File: src/rtl/tgsa_pkg.sv
// ----------------------------------------------------------------------------
// tgsa_pkg
// Shared constants, codes, types and the coordinate mapping function of the
// texel gradient splat accumulator.
// ----------------------------------------------------------------------------
package tgsa_pkg;

    localparam int TEXELS    = 65536;
    localparam int ADDR_W    = $clog2(TEXELS);
    localparam int LANES     = 4;
    localparam int SUM_W     = 48;
    localparam int CNT_W     = 32;
    localparam int VAL_W     = 32;
    localparam int DIV_STEPS = SUM_W;
    localparam int STEP_W    = $clog2(DIV_STEPS + 1);

    localparam logic [1:0] MODE_CLAMP  = 2'd0;
    localparam logic [1:0] MODE_REPEAT = 2'd1;
    localparam logic [1:0] MODE_MIRROR = 2'd2;
    localparam logic [1:0] MODE_ZERO   = 2'd3;

    localparam logic CMD_ACC  = 1'b0;
    localparam logic CMD_READ = 1'b1;

    localparam logic [1:0] REG_MODE     = 2'd0;
    localparam logic [1:0] REG_WIDTH    = 2'd1;
    localparam logic [1:0] REG_HEIGHT   = 2'd2;
    localparam logic [1:0] REG_CHANNELS = 2'd3;

    typedef struct packed {
        logic wr_zero;
        logic wr_acc;
        logic div_start;
    } lane_ctl_t;

    typedef struct packed {
        logic busy;
    } lane_sts_t;

    typedef struct packed {
        logic        ok;
        logic [15:0] frac;
    } map_t;

    function automatic map_t map_coord(input logic [31:0] c, input logic [1:0] mode);
        map_t m;
        m.ok   = 1'b1;
        m.frac = c[15:0];
        case (mode)
            MODE_CLAMP:
            begin
                if (c[31])
                    m.frac = 16'h0000;
                else if (c[30:16] != 15'd0)
                    m.frac = 16'hFFFF;
            end
            MODE_REPEAT:
            begin
                m.frac = c[15:0];
            end
            MODE_MIRROR:
            begin
                if (c[16])
                begin
                    m.ok   = (c[15:0] != 16'd0);
                    m.frac = (~c[15:0]) + 16'd1;
                end
            end
            default:
            begin
                m.ok = (c[31:16] == 16'd0);
            end
        endcase
        return m;
    endfunction

endpackage

File: src/rtl/tgsa_coord.sv
// ----------------------------------------------------------------------------
// tgsa_coord
// Two-stage texel address unit: maps both coordinates, scales them to texel
// positions, then forms the row-major texel address.
// ----------------------------------------------------------------------------
module tgsa_coord
    import tgsa_pkg::*;
(
    input  logic              clk,
    input  logic              rst_n,
    input  logic [31:0]       coord_u,
    input  logic [31:0]       coord_v,
    input  logic [1:0]        mode,
    input  logic [8:0]        width,
    input  logic [8:0]        height,
    output logic [ADDR_W-1:0] pixel,
    output logic              pixel_ok
);

    map_t        mu;
    map_t        mv;
    logic [24:0] xs;
    logic [24:0] ys;
    logic [8:0]  xc;
    logic [8:0]  yc;
    logic [8:0]  x_reg;
    logic [8:0]  y_reg;
    logic        ok_reg;
    logic [17:0] pix_sum;
    logic [ADDR_W-1:0] pixel_reg;
    logic        pixel_ok_reg;

    always_comb
    begin
        mu = map_coord(coord_u, mode);
        mv = map_coord(coord_v, mode);
        xs = mu.frac * width;
        ys = mv.frac * height;
        xc = (xs[24:16] > width - 9'd1) ? width - 9'd1 : xs[24:16];
        yc = (ys[24:16] > height - 9'd1) ? height - 9'd1 : ys[24:16];
        pix_sum = 18'(y_reg * width) + 18'(x_reg);
    end

    always_ff @(posedge clk or negedge rst_n)
    begin
        if (!rst_n)
        begin
            ok_reg       <= 1'b0;
            pixel_ok_reg <= 1'b0;
        end
        else
        begin
            ok_reg       <= mu.ok && mv.ok;
            pixel_ok_reg <= ok_reg && (pix_sum[17:16] == 2'd0);
        end
    end

    always_ff @(posedge clk)
    begin
        x_reg     <= xc;
        y_reg     <= yc;
        pixel_reg <= pix_sum[ADDR_W-1:0];
    end

    assign pixel    = pixel_reg;
    assign pixel_ok = pixel_ok_reg;

endmodule

File: config.mk
export PLATFORM = sky130hd
export DESIGN_NAME = tgsa_coord
export DESIGN_NICKNAME = d
export VERILOG_FILES = /design/src/rtl/tgsa_pkg.sv /design/src/rtl/tgsa_coord.sv
export SDC_FILE = /design/constraint.sdc
export NUM_CORES = 1
export LEC_CHECK = 0
export ABC_AREA = 1
export BUFFER_PORTS_ARGS = -buffer_cell sky130_fd_sc_hd__buf_2
export CORE_MARGIN = 4
export CORE_UTILIZATION = 45
export CTS_BUF_LIST = sky130_fd_sc_hd__clkbuf_8
export DETAILED_ROUTE_END_ITERATION = 12
export GPL_TIMING_DRIVEN = 0
export PLACE_DENSITY_LB_ADDON = 0.1
export SLEW_MARGIN = 20
export SYNTH_ARGS = -nofsm -noshare
export SYNTH_HDL_FRONTEND = slang
export SYNTH_SLANG_ARGS = --single-unit
File: constraint.sdc
create_clock -name clk -period 4.47 [get_ports clk]
set_input_delay 0.2235 -clock clk [delete_from_list [all_inputs] [get_ports clk]]
set_output_delay 0.2235 -clock clk [all_outputs]
set_load 0.05 [all_outputs]
==> out/results.ini, run 1 <==
[placement]
numPortBuffers=92
place_congestion=0.916
hpwl_um=34600
place_area_um2=16200

[outcome]
violations=setup timing
status=finished, violations left

[job]
max_cap_violations=0

[clock_tree]
cts.reportedPaths.clkPinSlew_ns=0.08
clock_sinks=36
htree_levels=2
cts_tree=built
worstSkewPairLatency_ns=0.30
cts_max_path_buffers=2
cts-root-buf=clkbuf_8
cts_made_buffers=5

[yosys]
avgSynthCellArea_um2=7.21
ys_ff_latch=36
synth-async-reset-ratio_pct=5.56
synth_edf_count=0
ys.flop_type=dfxtp_1
synth.distinct_cells=55
ys_warn_count=0
syn_inst=2032
synth-seq-area-share_pct=4.99
netlist_area_um2=14700
syn-num-nets=2526

[setup_path]
cp-end-kind=flop
worstPathMaxFanout=7
worstPathRequired_ns=4.71
crit_type=input port to flop
cp-start-kind=input port
critical_path.max_stage_delay_ns=0.56
r2r_slack_ns=-0.02
crit_arrival_ns=6.60
crit_slowest_cell=fa_1
worst_path_most_repeated_cell=nand2_2

[timing]
setup_violations=19
max_slew_margin_pct=46.4
fmax_mhz=157
period_minus_slack_ns=6.36
fin_crit_sh_pct=142
slew_violations=0
hold_viol_final=0
worstMarginPinSlew_ns=0.805
finClkSkew_ns=0.00898
layout_setup_ws_ns=-1.89
rsz0062_at_grt=true

[die]
dieWidth_um=188
core-area_um2=31900
num_rows=65
io_pins=103
die_height_um=188
die_area_um2=35500
start_util_pct=46.0

[route]
drc=0
via_count=13641
post_drt_wl_per_cell_um=16.3
wirelength_um=43400
dr.pass1.iters=5
antenna_left=0
drtIter0Drc=787
viasPerCell=5.11

[final_layout]
stdcell_area_um2=18600
layout_common_cells=inv_1, nand2_1, fa_1
regArea_um2=752
finish.net_count=2726
multiInputGateArea_um2=13700
largest_reg_flops=16
drive_gt1_share_pct=27.0
final_common_cell=inv_1
n_antenna_cell=0
fillCellCount=3055
area_growth_pct=26.7

[hold_path]
min_path_type=input port to async pin

[grt]
antenna_found_initial=0
grt_pass1_wl_um=71800
grt_max_degree=12
grt_usage_pct=24.6
grt_pass1_vias=14733
overflow=0

area by class of cell:
class | instances | share of cell area [%]
Sequential cell | 36 | 4.05
Tap cell | 435 | 2.93
Multi-Input combinational cell | 1482 | 73.7
Clock buffer | 5 | 0.371
Timing Repair Buffer | 201 | 7.72
Inverter | 460 | 9.61
Clock inverter | 3 | 0.0674
Buffer | 46 | 1.59
cells in the mapped netlist (16+ instances only):
| cell type | n | area, µm² |
|---|---|---|
| clkbuf_1 | 48 | 180 |
| o21ai_0 | 76 | 380 |
| xor2_1 | 27 | 236 |
| nor3_1 | 16 | 80.1 |
| nor2_1 | 258 | 968 |
| nand2_1 | 418 | 1570 |
| a21oi_1 | 84 | 420 |
| fa_1 | 251 | 5020 |
| nand3_1 | 56 | 280 |
| dfxtp_1 | 34 | 681 |
| ha_1 | 157 | 1960 |
| inv_1 | 453 | 1700 |
| or2_2 | 17 | 106 |
through the flow:
| stage | setup TNS, ns | util, % | hold slack (ns) | setup WS, ns | instances |
|---|---|---|---|---|---|
| floorplan | -25.43 | - | -0.0721 | -1.45 | 2032 |
| global route | -39.12 | 58.2 | 0.210 | -2.20 | 2668 |
| detailed placement | -52.02 | 50.8 | 0.0103 | -2.76 | 2559 |
| global placement | -50.73 | 50.8 | 0.00761 | -2.79 | 2559 |
| CTS | -31.33 | 55.8 | 0.213 | -1.83 | 2642 |
| finish | -33.07 | 58.2 | 0.223 | -1.89 | 2668 |
worst paths after layout:
path | startpoint | to | cells after the start
worst min-delay path | rst_n | ok_reg$_DFF_PN0_ | 2
worst max-delay path | coord_u[1] | x_reg[5]$_DFF_P_ | 43
worst max register to register | y_reg[5]$_DFF_P_ | pixel_ok$_DFF_PN0_ | 18
worst min register to register | x_reg[0]$_DFF_P_ | pixel[0]$_DFF_P_ | 1
max in group asynchronous | rst_n | pixel_ok$_DFF_PN0_ | 2
min in group clk | width[3] | x_reg[3]$_DFF_P_ | 3
critical path: cells and delay by family:
family,cells,cell delay (ns)
AO/OA/AOI/OAI,9,0.93
adder cells (fa/ha/maj),7,2.66
buffers and inverters,9,0.66
AND/OR/NAND/NOR,18,2.08
what timing repair did:
| item | CTS | global route |
|---|---|---|
| pin swaps | 137 | 132 |
| resized for setup | 242 | 156 |
| endpoints found under the hold margin | 2 | 0 |
| hold buffers | 1 | 0 |
| buffers inserted | 78 | 29 |
| cloned | 3 | 0 |
| endpoints found under the setup margin | 24 | 23 |
cells by family (layout without fill, tap and decap cells):
family / after synthesis / after routing / share of synthesized area [%]
compound gates: 221 / 221 / 8.65
xor+xnor: 38 / 38 / 2.37
fa+ha+maj: 408 / 408 / 47.7
buf+inv: 515 / 715 / 13.3
flops: 36 / 36 / 4.99
simple gates: 814 / 815 / 23.0
layer usage:
layer	routed length (µm)	share of wire (%)	track usage, %
met2	22200	51	45.6
met1	18000	42	30.4
met5	0	0	0
met4	1510	3.5	7.12
met3	1700	3.9	2.45
Power of run 1 is left out: the tool's default activity adds up to more than one toggle a clock period on the data nets, which glitch-free logic cannot reach.
==> run 2, diff against run 1 <==
Settings changed: BUFFER_PORTS_ARGS -buffer_cell sky130_fd_sc_hd__buf_2 to not set, DONT_BUFFER_PORTS set to 1.
==> run 2 against run 1 <==
Effect of this change: the flow still finishes with violations (setup timing); clock-buffer cell count stayed put; via count down 1.5%; design area is essentially flat; clock skew is 0.0027 ns lower; setup slack improved by 0.10 ns; final cell count is 1.8% lower; sequential cell count is the same; die area stayed put; core utilization about the same; wire length up 0.43%; critical endpoint is now x_reg[6]$_DFF_P_.
==> out/results.ini, run 2 (synthesis gave the netlist of run 1 again) <==
[clock_tree]
cts_made_buffers=5  ; unchanged
cts-root-buf=clkbuf_8
worstSkewPairLatency_ns=0.29  ; about the same
htree_levels=2  ; unchanged
cts_tree=built
cts_max_path_buffers=2  ; unchanged
clock_sinks=36  ; unchanged
cts.reportedPaths.clkPinSlew_ns=0.07  ; about the same

[timing]
setup_violations=19  ; unchanged
layout_setup_ws_ns=-1.79  ; +0.101 ns
max_slew_margin_pct=49.7  ; +3.4 points
fin_crit_sh_pct=140  ; -2.3 points
slew_violations=0  ; unchanged
rsz0062_at_grt=true
finClkSkew_ns=0.00624  ; -0.00274 ns
hold_viol_final=0  ; unchanged
worstMarginPinSlew_ns=0.754  ; -0.0507 ns
fmax_mhz=160  ; +1.6%
period_minus_slack_ns=6.26  ; -0.101 ns
timing.hold.ws_ns=0.156  ; -0.0672 ns

[route]
dr.pass1.iters=7  ; +2
drtIter0Drc=716  ; -9.0%
antenna_left=0  ; unchanged
wirelength_um=43600  ; +0.43%
drc=0  ; unchanged
viasPerCell=5.13  ; +0.35%
via_count=13437  ; -1.5%
post_drt_wl_per_cell_um=16.7  ; +2.3%

[die]
core-area_um2=31900  ; unchanged
die_height_um=188  ; unchanged
num_rows=65  ; unchanged
start_util_pct=46.0  ; unchanged
dieWidth_um=188  ; unchanged
die_area_um2=35500  ; unchanged
io_pins=103  ; unchanged

[job]
max_cap_violations=0  ; unchanged

[setup_path]
crit_type=input port to flop
crit_arrival_ns=6.43  ; -0.17 ns
cp-start-kind=input port
worstPathRequired_ns=4.64  ; -0.07 ns
reg2reg_to=pixel_ok$_DFF_PN0_
crit_slowest_cell=fa_1
r2r_slack_ns=-0.05  ; -0.03 ns
critical_path.max_stage_delay_ns=0.55  ; about the same
cp-end-kind=flop
r2r_start=y_reg[7]$_DFF_P_
worstPathMaxFanout=6  ; -1
ff2ff_path_depth=19  ; +1

[grt]
grt_pass1_vias=14294  ; -3.0%
grt_max_degree=11  ; -1
grt_usage_pct=24.5  ; -0.16 points
grt_pass1_wl_um=71300  ; -0.74%
antenna_found_initial=0  ; unchanged
overflow=0  ; unchanged

[placement]
numPortBuffers=0  ; -100%
hpwl_um=34400  ; -0.73%
place_inst=2467  ; -3.6%
place_congestion=0.892  ; -2.6%
place_area_um2=15700  ; -2.8%
place_ws_ns=-2.71  ; +0.0539 ns

[final_layout]
stdcell_area_um2=18600  ; about the same
drive_gt1_share_pct=26.3  ; -0.63 points
fillCellCount=2986  ; -2.3%
finalNonFillerCells=2619  ; -1.8%
final_common_cell=inv_1
layout_common_cells=inv_1, nand2_1, fa_1
area_growth_pct=26.6  ; about the same
finish.net_count=2678  ; -1.8%
largest_reg_flops=16  ; unchanged
n_antenna_cell=0  ; unchanged

[outcome]
violations=setup timing
status=finished, violations left

[hold_path]
min_path_type=input port to async pin

[run 2: final cells by class]
cell class / count / area, µm² / area share [%]
buffer: 48 / 355 / 1.91
clock buffer: 5 / 68.8 / 0.371
clock inverter: 2 / 8.76 / 0.0472
inverter: 460 / 1820 / 9.83
multi-input combinational: 1483 / 13800 / 74.2
sequential: 36 / 759 / 4.09
tap: 435 / 544 / 2.93
timing repair buffer: 149 / 1220 / 6.56
timing repair inverter: 1 / 7.51 / 0.0405
[run 2: how the worst max path moves through the flow]
stage | start | endpoint | slack [ns] | depth (start not counted)
after global routing | coord_u[1] | x_reg[6]$_DFF_P_ | -2.10 | 42
after CTS | coord_v[0] | y_reg[1]$_DFF_P_ | -1.65 | 41
final | coord_u[16] | x_reg[6]$_DFF_P_ | -1.79 | 40
after detailed placement | mode[0] | y_reg[1]$_DFF_P_ | -2.71 | 40
after global placement | mode[0] | y_reg[1]$_DFF_P_ | -2.74 | 40
after floorplan | coord_u[1] | x_reg[0]$_DFF_P_ | -1.45 | 40
[run 2: stage by stage]
stage / TNS [ns] / utilization (%)
5_1_grt: -36.65 / 58.2
4_1_cts: -29.35 / 54.9
6_report: -30.43 / 58.2
3_3_place_gp: -50.05 / 49.4
2_1_floorplan: -25.43 / -
3_5_place_dp: -49.40 / 49.4
[run 2: worst max-delay path: cells and delay by family]
kind	cells	cell delay [ns]
adders and majority gates	6	2.56
and+or+nand+nor	15	1.56
AOI/OAI and AO/OA	10	1.18
buffers and inverters	9	0.91
[run 2: what timing repair did]
item	4_1_cts	5_1_grt
buffers inserted	103	43
pin swaps	153	138
gates cloned	6	0
setup endpoints to repair	24	24
hold buffers	1	0
gates resized for setup	224	211
hold endpoints to repair	2	0
[run 2: routing by layer]
metal,global-route usage (%),wire (µm),up-vias
li1,-,-,6475
met1,30.8,18300,6621
met2,45.8,22400,273
met3,1.76,1410,68
met4,5.89,1430,0
met5,0,0,-
Power of run 2 is left out for the same reason.
==> run 3, diff against run 2 <==
Settings changed: ABC_AREA 1 to not set, CORE_MARGIN 4 to not set, REMOVE_ABC_BUFFERS set to 1.
==> run 3 against run 2 <==
Effect of this change: the flow finishes with violations (DRC, setup timing); setup slack got worse by 0.68 ns; core utilization decreased by 2.7 points; design area decreased by 8.1%; register-to-register slack got worse by 0.08 ns; worst hold slack got worse by 0.11 ns; synthesized area decreased by 3.7%; die area decreased by 9.7%; clock-buffer cell count unchanged; largest cell class unchanged; highest routed layer unchanged.
==> out/results.ini, run 3 <==
[outcome]
status=finished, violations left
violations=DRC, setup timing

[yosys]
avgSynthCellArea_um2=8.51  ; +18%
netlist_area_um2=14100  ; -3.7%
ys_ff_latch=36  ; unchanged
synth-async-reset-ratio_pct=5.56  ; unchanged
ys_top_cells_by_area=fa_1, ha_1, and2_1
synth_top_area_share_pct=35.6  ; +1.3 points
ys.flop_type=dfxtp_1
yosys-top-cells-count=inv_1, fa_1, nand2_1, and2_1, ha_1
synth_most_common_cell=inv_1
synth_largest_area_cell=fa_1
ys_warn_count=0  ; unchanged
synth_edf_count=0  ; unchanged
syn_inst=1659  ; -18%
synth-seq-area-share_pct=5.18  ; +0.19 points
synth.distinct_cells=82  ; +49%

[timing]
setup_violations=19  ; unchanged
fmax_mhz=144  ; -9.8%
worstMarginPinSlew_ns=0.753  ; -0.00130 ns
layout_setup_ws_ns=-2.47  ; -0.682 ns
finClkSkew_ns=0.00588  ; -0.000356 ns
period_minus_slack_ns=6.94  ; +0.682 ns
slew_violations=0  ; unchanged
hold_viol_final=0  ; unchanged
fin_crit_sh_pct=155  ; +15 points
rsz0062_at_grt=true
max_slew_margin_pct=49.3  ; -0.44 points

[setup_path]
critical_path.max_stage_delay_ns=0.57  ; +0.02 ns
crit_path_end=x_reg[7]$_DFF_P_
crit_start=coord_u[1]
cp-start-kind=input port
worst_path_most_repeated_cell=fa_1
worstPathMaxFanout=5  ; -1
worstPathRequired_ns=4.67  ; +0.03 ns
ff2ff_path_depth=15  ; -4
reg2reg_to=pixel_ok$_DFF_PN0_
crit_slowest_cell=or4_4
cp-end-kind=flop
r2r_slack_ns=-0.13  ; -0.08 ns
crit_arrival_ns=7.14  ; +0.71 ns
crit_type=input port to flop
r2r_start=y_reg[3]$_DFF_P_

[placement]
place_congestion=0.803  ; -10%
hpwl_um=26700  ; -22%
numPortBuffers=0  ; unchanged
place_ws_ns=-4.14  ; -1.43 ns

[final_layout]
n_antenna_cell=0  ; unchanged
layout_common_cells=inv_1, fa_1, nand2_1
post-route-util_pct=55.5  ; -2.7 points
largest_reg_flops=16  ; unchanged
finish.net_count=2219  ; -17%
final_common_cell=inv_1
area_growth_pct=20.8
drive_gt1_share_pct=21.8  ; -4.5 points
fillCellCount=2881  ; -3.5%

[job]
max_cap_violations=0  ; unchanged

[hold_path]
min_path_type=input port to flop

[route]
dr.pass1.iters=8  ; +1
wl_met2_um=18200  ; -19%
drtIter0Drc=450  ; -37%
via_count=11362  ; -15%
dr_wl_met3_um=1150  ; -18%
post_drt_wl_per_cell_um=17.3  ; +3.7%
antenna_left=0  ; unchanged
top_layer=met4
drc=8  ; +8
wirelength_um=36600  ; -16%
viasPerCell=5.35  ; +4.4%
wl_met1_um=16900  ; -7.6%

[clock_tree]
cts_made_buffers=5  ; unchanged
htree_levels=2  ; unchanged
cts-root-buf=clkbuf_8
cts_max_path_buffers=2  ; unchanged
worstSkewPairLatency_ns=0.30  ; about the same
cts_tree=built
cts.reportedPaths.clkPinSlew_ns=0.08  ; about the same
clock_sinks=36  ; unchanged

[grt]
antenna_found_initial=0  ; unchanged
grt_max_degree=33  ; +22
overflow=0  ; unchanged
grt_usage_pct=23.5  ; -0.93 points
grt_pass1_wl_um=60100  ; -16%
grt_pass1_vias=12151  ; -15%

[die]
dieWidth_um=179  ; -5.0%
die_height_um=179  ; -5.0%
io_pins=103  ; unchanged
num_rows=64  ; -1.5%
start_util_pct=45.9  ; -0.067 points
die_area_um2=32100  ; -9.7%
core-area_um2=30700  ; -3.5%

## run 3: logic make-up (layout without fill, tap and decap cells)
| kind of cell | after synthesis | in the layout | synth area share, % |
|---|---|---|---|
| compound gates | 203 | 203 | 10.2 |
| fa+ha+maj | 408 | 408 | 49.5 |
| xor+xnor | 45 | 45 | 2.79 |
| simple gates | 573 | 575 | 21.4 |
| mux | 7 | 7 | 0.514 |
| buf+inv | 387 | 452 | 10.4 |
| flops | 36 | 36 | 5.18 |
## run 3: per-layer routing
| metal | up-vias | GRT usage, % |
|---|---|---|
| met4 | 0 | 3.82 |
| met1 | 5791 | 31.5 |
| li1 | 5343 | - |
| met3 | 31 | 2.50 |
| met2 | 197 | 41.4 |
| met5 | - | 0 |
## run 3: how the worst min path moves through the flow
stage | startpoint | endpoint | slack, ns | depth (start not counted)
after global routing | width[0] | x_reg[0]$_DFF_P_ | 0.03 | 1
after detailed placement | rst_n | pixel_ok$_DFF_PN0_ | -0.07 | 0
final | width[0] | x_reg[0]$_DFF_P_ | 0.05 | 1
after CTS | width[0] | x_reg[0]$_DFF_P_ | 0.04 | 1
after floorplan | rst_n | ok_reg$_DFF_PN0_ | -0.07 | 0
after global placement | rst_n | pixel_ok$_DFF_PN0_ | -0.07 | 0
## run 3: worst max-delay path, delay by kind of cell
kind | cells | cell delay (ns)
compound gates | 8 | 1.70
fa+ha+maj | 6 | 2.46
buf+inv | 7 | 0.73
simple gates | 11 | 2.02
## run 3: final cells by class
cell class | count | area [µm²] | share of cell area [%]
inverter | 320 | 1220 | 7.17
sequential | 36 | 757 | 4.44
tap | 396 | 495 | 2.91
multi-input combinational | 1238 | 13400 | 78.4
clock inverter | 3 | 90.1 | 0.528
clock buffer | 5 | 68.8 | 0.403
timing repair buffer | 124 | 1060 | 6.21
## run 3: per-stage QoR
stage	std cells	TNS, ns	area, µm²	hold slack (ns)
6_report	2122	-43.17	17100	0.0463
5_1_grt	2122	-48.34	17100	0.0258
3_5_place_dp	1993	-73.61	14500	-0.0720
3_3_place_gp	1988	-105.37	14300	-0.0720
2_1_floorplan	1592	-61.98	13800	-0.0721
4_1_cts	2092	-40.74	16500	0.0407
## run 3: timing repair
| action | CTS | global route |
|---|---|---|
| gates cloned | 2 | 1 |
| endpoints found under the hold margin | 2 | 0 |
| hold buffers | 1 | 0 |
| setup buffers | 88 | 31 |
| gates resized for setup | 223 | 78 |
| pin swaps | 153 | 112 |
| setup endpoints to repair | 25 | 23 |
Power of run 3 is left out for the same reason.
